==> src/hdl/htd_pkg.sv <==
// Shared types, codes and defaults for the code-tree decoder.
package htd_pkg;

  localparam int NODE_COUNT_DEF      = 512;
  localparam int MAX_CODE_LENGTH_DEF = 16;
  localparam int CODE_W              = 16;
  localparam int LEN_W               = 5;
  localparam int SYM_W               = 8;

  localparam logic FUNC_LOAD   = 1'b0;
  localparam logic FUNC_DECODE = 1'b1;

  typedef enum logic [2:0] {
    ST_CONSUMED = 3'd0,
    ST_DECODED  = 3'd1,
    ST_STORED   = 3'd2,
    ST_INVALID  = 3'd3,
    ST_FULL     = 3'd4,
    ST_CONFLICT = 3'd5
  } status_t;

  typedef enum logic [1:0] {
    RD_ROOT  = 2'd0,
    RD_POS   = 2'd1,
    RD_CHILD = 2'd2
  } rd_sel_t;

  typedef struct packed {
    logic              func;
    logic [SYM_W-1:0]  symbol;
    logic [CODE_W-1:0] code_bits;
    logic [LEN_W-1:0]  code_length;
    logic              bit_req;
  } in_word_t;

  typedef struct packed {
    status_t          status;
    logic [SYM_W-1:0] decoded_symbol;
  } out_word_t;

  typedef struct packed {
    logic    capture;
    logic    rd_en;
    rd_sel_t rd_sel;
    logic    clr_rdata;
    logic    walk_init;
    logic    walk_step;
    logic    begin_chain;
    logic    wr_par;
    logic    wr_chain;
    logic    set_res;
    status_t res_code;
    logic    res_sym;
    logic    pos_clr;
    logic    pos_load;
    logic    out_load;
  } dp_cmd_t;

  typedef struct packed {
    logic in_func;
    logic len_bad;
    logic tree_empty;
    logic pos_bad;
    logic node_leaf;
    logic child_missing;
    logic walk_end;
    logic cap_ok;
    logic chain_last;
  } dp_stat_t;

endpackage

==> src/hdl/htd_ctrl.sv <==
// Sequencer for load walks, node commits and decode steps.
module htd_ctrl (
  input  logic              clk,
  input  logic              rst_n,
  input  logic              in_valid,
  output logic              in_stall,
  output logic              out_valid,
  input  logic              out_stall,
  input  htd_pkg::dp_stat_t stat,
  output htd_pkg::dp_cmd_t  cmd
);

  typedef enum logic [8:0] {
    S_IDLE      = 9'b000000001,
    S_LD_START  = 9'b000000010,
    S_LD_EVAL   = 9'b000000100,
    S_LD_WPAR   = 9'b000001000,
    S_LD_WCHAIN = 9'b000010000,
    S_DC_START  = 9'b000100000,
    S_DC_EVAL1  = 9'b001000000,
    S_DC_EVAL2  = 9'b010000000,
    S_RESULT    = 9'b100000000
  } state_t;

  state_t state_r, state_nxt;
  logic   out_valid_r, out_valid_nxt;

  assign in_stall  = (state_r != S_IDLE);
  assign out_valid = out_valid_r;

  always_comb begin
    cmd       = '0;
    state_nxt = state_r;
    unique case (state_r)
      S_IDLE: begin
        if (in_valid) begin
          cmd.capture = 1'b1;
          state_nxt   = (stat.in_func == htd_pkg::FUNC_DECODE) ? S_DC_START : S_LD_START;
        end
      end
      S_LD_START: begin
        priority if (stat.len_bad) begin
          cmd.set_res  = 1'b1;
          cmd.res_code = htd_pkg::ST_CONFLICT;
          state_nxt    = S_RESULT;
        end else if (stat.tree_empty) begin
          if (!stat.cap_ok) begin
            cmd.set_res  = 1'b1;
            cmd.res_code = htd_pkg::ST_FULL;
            state_nxt    = S_RESULT;
          end else begin
            cmd.clr_rdata   = 1'b1;
            cmd.begin_chain = 1'b1;
            state_nxt       = S_LD_WPAR;
          end
        end else begin
          cmd.walk_init = 1'b1;
          cmd.rd_en     = 1'b1;
          cmd.rd_sel    = htd_pkg::RD_ROOT;
          state_nxt     = S_LD_EVAL;
        end
      end
      S_LD_EVAL: begin
        priority if (stat.node_leaf) begin
          cmd.set_res  = 1'b1;
          cmd.res_code = htd_pkg::ST_CONFLICT;
          state_nxt    = S_RESULT;
        end else if (stat.child_missing) begin
          if (!stat.cap_ok) begin
            cmd.set_res  = 1'b1;
            cmd.res_code = htd_pkg::ST_FULL;
            state_nxt    = S_RESULT;
          end else begin
            cmd.begin_chain = 1'b1;
            state_nxt       = S_LD_WPAR;
          end
        end else if (stat.walk_end) begin
          cmd.set_res  = 1'b1;
          cmd.res_code = htd_pkg::ST_CONFLICT;
          state_nxt    = S_RESULT;
        end else begin
          cmd.walk_step = 1'b1;
          cmd.rd_en     = 1'b1;
          cmd.rd_sel    = htd_pkg::RD_CHILD;
        end
      end
      S_LD_WPAR: begin
        cmd.wr_par = 1'b1;
        state_nxt  = S_LD_WCHAIN;
      end
      S_LD_WCHAIN: begin
        cmd.wr_chain = 1'b1;
        if (stat.chain_last) begin
          cmd.set_res  = 1'b1;
          cmd.res_code = htd_pkg::ST_STORED;
          state_nxt    = S_RESULT;
        end
      end
      S_DC_START: begin
        if (stat.tree_empty || stat.pos_bad) begin
          cmd.pos_clr  = 1'b1;
          cmd.set_res  = 1'b1;
          cmd.res_code = htd_pkg::ST_INVALID;
          state_nxt    = S_RESULT;
        end else begin
          cmd.rd_en  = 1'b1;
          cmd.rd_sel = htd_pkg::RD_POS;
          state_nxt  = S_DC_EVAL1;
        end
      end
      S_DC_EVAL1: begin
        if (stat.node_leaf || stat.child_missing) begin
          cmd.pos_clr  = 1'b1;
          cmd.set_res  = 1'b1;
          cmd.res_code = htd_pkg::ST_INVALID;
          state_nxt    = S_RESULT;
        end else begin
          cmd.walk_step = 1'b1;
          cmd.rd_en     = 1'b1;
          cmd.rd_sel    = htd_pkg::RD_CHILD;
          state_nxt     = S_DC_EVAL2;
        end
      end
      S_DC_EVAL2: begin
        cmd.set_res = 1'b1;
        if (stat.node_leaf) begin
          cmd.pos_clr  = 1'b1;
          cmd.res_sym  = 1'b1;
          cmd.res_code = htd_pkg::ST_DECODED;
        end else begin
          cmd.pos_load = 1'b1;
          cmd.res_code = htd_pkg::ST_CONSUMED;
        end
        state_nxt = S_RESULT;
      end
      S_RESULT: begin
        if (!out_valid_r || !out_stall) begin
          cmd.out_load = 1'b1;
          state_nxt    = S_IDLE;
        end
      end
      default: begin
        state_nxt = S_IDLE;
      end
    endcase
  end

  always_comb begin
    out_valid_nxt = out_valid_r;
    if (cmd.out_load) begin
      out_valid_nxt = 1'b1;
    end else if (!out_stall) begin
      out_valid_nxt = 1'b0;
    end
  end

  always_ff @(posedge clk) begin
    if (!rst_n) begin
      state_r     <= S_IDLE;
      out_valid_r <= 1'b0;
    end else begin
      state_r     <= state_nxt;
      out_valid_r <= out_valid_nxt;
    end
  end

endmodule

==> config.mk <==
export PLATFORM = sky130hd
export DESIGN_NAME = htd_ctrl
export DESIGN_NICKNAME = d
export VERILOG_FILES = /design/src/hdl/htd_pkg.sv /design/src/hdl/htd_ctrl.sv
export SDC_FILE = /design/constraint.sdc
export NUM_CORES = 1
export LEC_CHECK = 0
export BUFFER_PORTS_ARGS = -buffer_cell sky130_fd_sc_hd__buf_2
export CAP_MARGIN = 20
export CORE_MARGIN = 2
export CORE_UTILIZATION = 44
export CTS_CLUSTER_SIZE = 28
export DETAILED_ROUTE_END_ITERATION = 8
export HOLD_SLACK_MARGIN = 0.02
export PLACE_DENSITY = 0.78
export SYNTH_ARGS = -nofsm -noshare
export SYNTH_HDL_FRONTEND = slang
export SYNTH_SLANG_ARGS = --single-unit
export TNS_END_PERCENT = 20
==> constraint.sdc <==
create_clock -name clk -period 3.8 [get_ports clk]
set_clock_uncertainty 0.05 [all_clocks]
set_input_delay 0.38 -clock clk [delete_from_list [all_inputs] [get_ports clk]]
set_output_delay 0.38 -clock clk [all_outputs]
set_load 0.03 [all_outputs]
==> flow_metrics.py, run 1 <==
metrics = {
    "outcome": {
        "outcome": "finished, final reports clean",
    },
    "timing": {
        "worst_pin_slew_ps": 577,
        "max_slew_margin_pct": 61.3,
        "setup_viol": 0,
        "finalCritPeriodShare_pct": 69.4,
        "hold_ws_ps": 229,
        "rsz0062_at_grt": "false",
        "fmax_mhz": 379,
        "tns_ps": 0,
        "setup_slack_ps": 1160,
        "period_minus_slack_ps": 2640,
        "hold_viol_final": 0,
        "slew_violations": 0,
    },
    "final_layout": {
        "syn_to_final_growth_pct": 26.1,
        "final_nets": 144,
        "layoutNonFillerInstCount": 147,
        "diodes": 0,
        "layout-drive-gt1-share_pct": 35.4,
        "fillCellCount": 161,
        "regArea_um2": 200,
        "layout_common_cells": "32 x buf_2, 10 x dfxtp_1, 9 x inv_1",
        "multi_input_area_um2": 518,
        "final_common_cell": "buf_2",
    },
    "die": {
        "dieArea_mm2": 0.00211,
        "ios": 33,
        "die_h_um": 45.9,
        "initial_core_util_pct": 45.7,
        "die_w_um": 45.9,
        "fp.coreArea_mm2": 0.00169,
        "fp-row-count": 15,
    },
    "cts": {
        "clk_latency_ps": 270,
        "cts_resized": 0,
        "hold_buffers": 0,
        "clock_path_buffers": 2,
        "clkTransAtPathRegs_ps": 70,
        "cts.htree.levels": 1,
        "numClockSinks": 10,
        "post_cts_buffers": 0,
        "numCtsBuffers": 3,
        "cts_tree": "done",
        "cts-root-buf": "clkbuf_4",
    },
    "yosys": {
        "syn_inst": 97,
        "ys_ff_latch": 10,
        "post-synth-top-area-cell": "dfxtp_1",
        "syn-num-nets": 110,
        "synth_area_um2": 772,
        "synth_compound_area_share_pct": 20.3,
        "yosys_most_used_dff": "dfxtp_1",
        "synthAdderAreaFrac_pct": 0,
        "ys_seq_area_share_pct": 25.9,
        "synth.area.top_cells": "dfxtp_1 26%, nor3_1 5.2%, a21oi_1 4.5%",
        "synthSimpleGateAreaFrac_pct": 45.7,
        "ys_warn_count": 0,
        "synth_xor_area_share_pct": 1.13,
        "synth_top_family_by_area": "simple AND/OR/NAND/NOR gates",
        "synth_mux_area_share_pct": 0,
        "avgSynthCellArea_um2": 7.96,
        "ys_types": 44,
        "synth-edff-count": 0,
        "synth_top_area_share_pct": 25.9,
        "ys_async_sr_fraction_pct": 0,
    },
    "worst_setup_path": {
        "worstPathRequired_ps": 3370,
        "r2r-end": "state_r[0]",
        "path_delay_family": "simple AND/OR/NAND/NOR gates",
        "r2r.worst_path.cells": 4,
        "startpoint": "state_r[6]",
        "start_kind": "flop",
        "path_class": "reg -> out",
        "reg2reg_from": "state_r[6]",
        "critical-path-max-stage-delay_ps": 590,
        "crit_arrival_ps": 2210,
        "cp_slowest_cell": "nor4_4",
        "path_max_fanout": 9,
        "worst_setup_path_end_kind": "output port",
        "path_buf_inv": 2,
        "crit_path_cell_trace": "nor4_4 > nand4b_4 > or3_1 > inv_2 > or4b_1 > buf_2",
        "r2r_setup_slack_ps": 1900,
    },
    "power": {
        "power.leakage_nw": 0.468,
        "p_total_mw": 0.322,
        "powerDensity_mw_per_mm2": 331,
        "ir_drop_v": 0.000262,
    },
    "grt": {
        "grt_pass1_vias": 740,
        "grt_usage_pct": 21.5,
        "grt_max_degree": 11,
        "grt_pass1_wl_mm": 3.26,
        "antenna_found_initial": 0,
        "overflow": 0,
    },
    "detailed_routing": {
        "drc": 0,
        "vias_per_cell": 6.07,
        "drt.antenna.violating_nets": 0,
        "vias": 892,
        "wl_mm": 2.02,
        "drt_iter0_markers": 24,
        "dr.pass1.iters": 5,
        "drt-wirelength-per-cell_um": 13.8,
    },
    "placed_design": {
        "gp_congestion": 0.878,
        "dp_hpwl_mm": 1.64,
        "dpl.cell_count": 143,
        "io_buffers": 32,
        "pre_cts_ws_ps": 1470,
    },
    "worst_hold_path": {
        "hold_depth": 2,
        "hold_start": "stat[8]",
        "hold-path-endpoint": "state_r[1]",
        "hold_class": "in -> reg",
    },
    "flow_run": {
        "cap_violations": 0,
    },
}
==> power by group <==
group | switching, mW | leakage [nW] | internal [mW]
logic | 0.0704 | 0.366 | 0.0363
registers | 0.00858 | 0.0811 | 0.111
clock network | 0.0384 | 0.0210 | 0.0582
==> worst register-to-register path: cells and delay by family (launching register included) <==
family	cells	cell delay, ps
and+or+nand+nor	2	870
DFF	1	380
AOI/OAI and AO/OA	2	480
==> logic make-up after synthesis <==
kind of cell,after synthesis
buf+inv,13
flops,10
compound gates,22
xor+xnor,1
simple gates,51
==> registers in the layout (all words and copies together) (netlist names) <==
signal,cells
out_valid,1
state_r,9
==> cells in the mapped netlist (2+ instances only) <==
cell      count
a21oi_1       7
nor2_1        6
nand4b_1      2
nor4b_1       3
or2_2         3
o21bai_1      3
nand3_1       3
nor4_1        2
nor3b_1       3
dfxtp_1      10
nor3_1        8
and2_1        2
nand2_1       4
nand4_1       3
inv_1         9
==> cell type report <==
| class | count | area share [%] |
|---|---|---|
| Multi-Input combinational cell | 74 | 53.2 |
| Sequential cell | 10 | 20.6 |
| Timing Repair Buffer | 32 | 16.5 |
| Inverter | 10 | 3.86 |
| Clock buffer | 4 | 3.73 |
| Tap cell | 17 | 2.19 |
==> how the worst max path moves through the flow <==
stage | slack, ps | cells after the start | end
finish | 1160 | 6 | cmd[16]
global route | 1000 | 6 | cmd[16]
CTS | 1160 | 6 | cmd[16]
detailed placement | 1470 | 6 | cmd[7]
global placement | 1510 | 6 | cmd[7]
floorplan | 1150 | 4 | cmd[16]
==> metal layers <==
| metal | share of wire [%] | global-route usage (%) | routed length (µm) | up-vias |
|---|---|---|---|---|
| met1 | 43 | 29.1 | 877 | 421 |
| li1 | - | - | - | 436 |
| met5 | 0 | 0 | 0 | - |
| met4 | 0.49 | 1.71 | 10 | 0 |
| met3 | 6.9 | 7.94 | 140 | 2 |
| met2 | 49 | 33.9 | 995 | 33 |
==> metrics by stage <==
stage / utilization, % / area (µm²)
after floorplan: - / 772
after global placement: 55.5 / 937
after detailed placement: 55.5 / 937
after CTS: 57.6 / 973
after global routing: 57.6 / 973
final: 57.6 / 973
Power figures use the tool's default switching activity.
==> run 2, diff against run 1 <==
--- a/config.mk
+++ b/config.mk
@@ -8,11 +8,11 @@
 export BUFFER_PORTS_ARGS = -buffer_cell sky130_fd_sc_hd__buf_2
 export CAP_MARGIN = 20
 export CORE_MARGIN = 2
-export CORE_UTILIZATION = 44
+export CORE_UTILIZATION = 41
 export CTS_CLUSTER_SIZE = 28
 export DETAILED_ROUTE_END_ITERATION = 8
 export HOLD_SLACK_MARGIN = 0.02
-export PLACE_DENSITY = 0.78
+export PLACE_DENSITY = 0.76
 export SYNTH_ARGS = -nofsm -noshare
 export SYNTH_HDL_FRONTEND = slang
 export SYNTH_SLANG_ARGS = --single-unit
==> constraint.sdc (replaced) <==
create_clock -name clk -period 2.2 [get_ports clk]
set_clock_uncertainty 0.05 [all_clocks]
set_input_delay 0.22 -clock clk [delete_from_list [all_inputs] [get_ports clk]]
set_output_delay 0.22 -clock clk [all_outputs]
set_load 0.03 [all_outputs]
==> run 2 against run 1 <==
Largest cell class unchanged. Die area is 6.7% higher. Power is 85% higher. Critical path type unchanged. Count of clock-buffer cells in the layout stayed put. Non-clock buffer count is 8 higher. Clock power is 79% higher. Critical path depth stayed put. Flip-flop and latch count stayed put. Sequential share of layout area is 1.6 points lower. Utilization is 5.9 points higher.
==> flow_metrics.py, run 2 (same netlist as run 1, synthesis figures left out) <==
metrics = {
    "worst_setup_path": {
        "cp_num_cells": 6,
        "critical-path-max-stage-delay_ps": 380,
        "worstPathRequired_ps": 1930,
        "path_buf_inv": 2,
        "worst_setup_path_end_kind": "output port",
        "crit_path_cell_trace": "nor4_4 > nand4b_4 > or3_4 > inv_2 > or4b_1 > buf_4",
        "path_max_fanout": 7,
        "path_class": "reg -> out",
        "r2r.worst_path.cells": 5,
        "path_delay_family": "simple AND/OR/NAND/NOR gates",
        "cp_slowest_cell": "dfxtp_4",
        "start_kind": "flop",
        "crit_arrival_ps": 1880,
    },
    "grt": {
        "grt_pass1_vias": 776,
        "grt_pass1_wl_mm": 3.35,
        "antenna_found_initial": 0,
        "grt_usage_pct": 21.8,
        "grt_max_degree": 10,
        "overflow": 0,
    },
    "final_layout": {
        "layout_common_cells": "29 x buf_2, 9 x inv_1, 9 x buf_4",
        "final_common_cell": "buf_2",
        "final_nets": 152,
        "largest_register_ffs": 9,
        "layout-drive-gt1-share_pct": 46.4,
        "top_register": "state_r",
        "syn_to_final_growth_pct": 43.6,
        "fillCellCount": 169,
        "diodes": 0,
        "fin_util_pct": 63.5,
    },
    "die": {
        "fp-row-count": 15,
        "dieArea_mm2": 0.00225,
        "die_w_um": 47.4,
        "initial_core_util_pct": 44.2,
        "die_h_um": 47.4,
        "fp.coreArea_mm2": 0.00175,
        "ios": 33,
    },
    "timing": {
        "hold_ws_ps": 75.7,
        "period_minus_slack_ps": 2150,
        "max_slew_margin_pct": 69.8,
        "hold_viol_final": 0,
        "setup_viol": 0,
        "slew_violations": 0,
        "rsz0062_at_grt": "true",
        "fmax_mhz": 465,
        "finalCritPeriodShare_pct": 97.7,
        "setup_slack_ps": 49.7,
        "worst_pin_slew_ps": 449,
    },
    "power": {
        "power.leakage_nw": 0.520,
        "ir_drop_v": 0.000392,
        "powerDensity_mw_per_mm2": 539,
        "p_total_mw": 0.597,
    },
    "placed_design": {
        "dp_hpwl_mm": 1.72,
        "io_buffers": 32,
        "pre_cts_ws_ps": 191,
        "gp_congestion": 0.847,
    },
    "detailed_routing": {
        "drc": 0,
        "dr.pass1.iters": 4,
        "vias_per_cell": 5.61,
        "vias": 915,
        "met1Wirelength_um": 911,
        "drt-wirelength-per-cell_um": 13.7,
        "wl_met3_um": 132,
        "wl_mm": 2.24,
        "drt.antenna.violating_nets": 0,
        "drt_iter0_markers": 21,
        "top_layer": "met4",
        "wl_met2_mm": 1.17,
    },
    "cts": {
        "numCtsBuffers": 3,
        "clock_path_buffers": 2,
        "cts.htree.levels": 1,
        "numClockSinks": 10,
        "cts_tree": "done",
        "hold_buffers": 0,
        "clkTransAtPathRegs_ps": 70,
        "clk_latency_ps": 270,
        "cts-root-buf": "clkbuf_4",
    },
    "worst_hold_path": {
        "hold_depth": 2,
        "hold_class": "in -> reg",
    },
    "outcome": {
        "outcome": "finished, final reports clean",
    },
    "flow_run": {
        "cap_violations": 0,
    },
}
==> run 2: changes by cell type in the layout (fill, tap and decap cells not counted), moves of 2 or more <==
cell,previous run,this run
nor4b_1,3,1
buf_4,0,9
buf_2,32,29
buf_6,0,2
dfxtp_4,0,2
dfxtp_1,10,6
nor4b_2,0,2
dfxtp_2,0,2
==> run 2: through the flow <==
stage / cells / area (µm²) / setup TNS, ps
6_report: 163 / 1110 / 0
5_1_grt: 163 / 1110 / -61.6
4_1_cts: 160 / 1040 / -125
3_5_place_dp: 156 / 990 / 0
3_3_place_gp: 156 / 990 / 0
2_1_floorplan: 97 / 777 / -50.3
==> run 2: cell type report <==
| cell class | count | area (µm²) | area share [%] |
|---|---|---|---|
| inverter | 10 | 37.5 | 3.39 |
| timing repair buffer | 40 | 235 | 21.2 |
| tap | 25 | 31.3 | 2.82 |
| clock buffer | 4 | 36.3 | 3.27 |
| sequential | 10 | 210 | 19.0 |
| multi-input combinational | 74 | 558 | 50.3 |
==> run 2: repair_timing <==
item                                    4_1_cts  5_1_grt
cloned                                        0        0
pin swaps                                     0        4
setup buffers                                 0        3
endpoints found under the setup margin        5        8
resized for setup                             4       16
==> run 2: per-layer routing <==
layer | vias to the layer above | GRT usage (%)
met3 | 2 | 5.00
met1 | 434 | 26.4
li1 | 448 | -
met2 | 31 | 37.0
met4 | 0 | 8.33
met5 | - | 0
==> run 2: power by group <==
| part | internal [mW] | switching (mW) |
|---|---|---|
| combinational | 0.0889 | 0.129 |
| sequential | 0.190 | 0.0161 |
| clock | 0.101 | 0.0727 |
| total | 0.380 | 0.218 |
==> run 2: worst reg2reg max path, stage by stage, from the launching register on <==
cell and delay (ps):
dfxtp_4 380, nor4_4 380, buf_6 190, nand4b_2 160, o2111ai_1 310, o31ai_1 120
==> run 2: worst paths after layout <==
kind	startpoint	end	slack, ps
worst min-delay path	stat[8]	state_r[1]	80
worst max-delay path	state_r[5]	cmd[16]	50
worst min register to register	out_valid	out_valid	470
worst max register to register	state_r[5]	state_r[0]	510
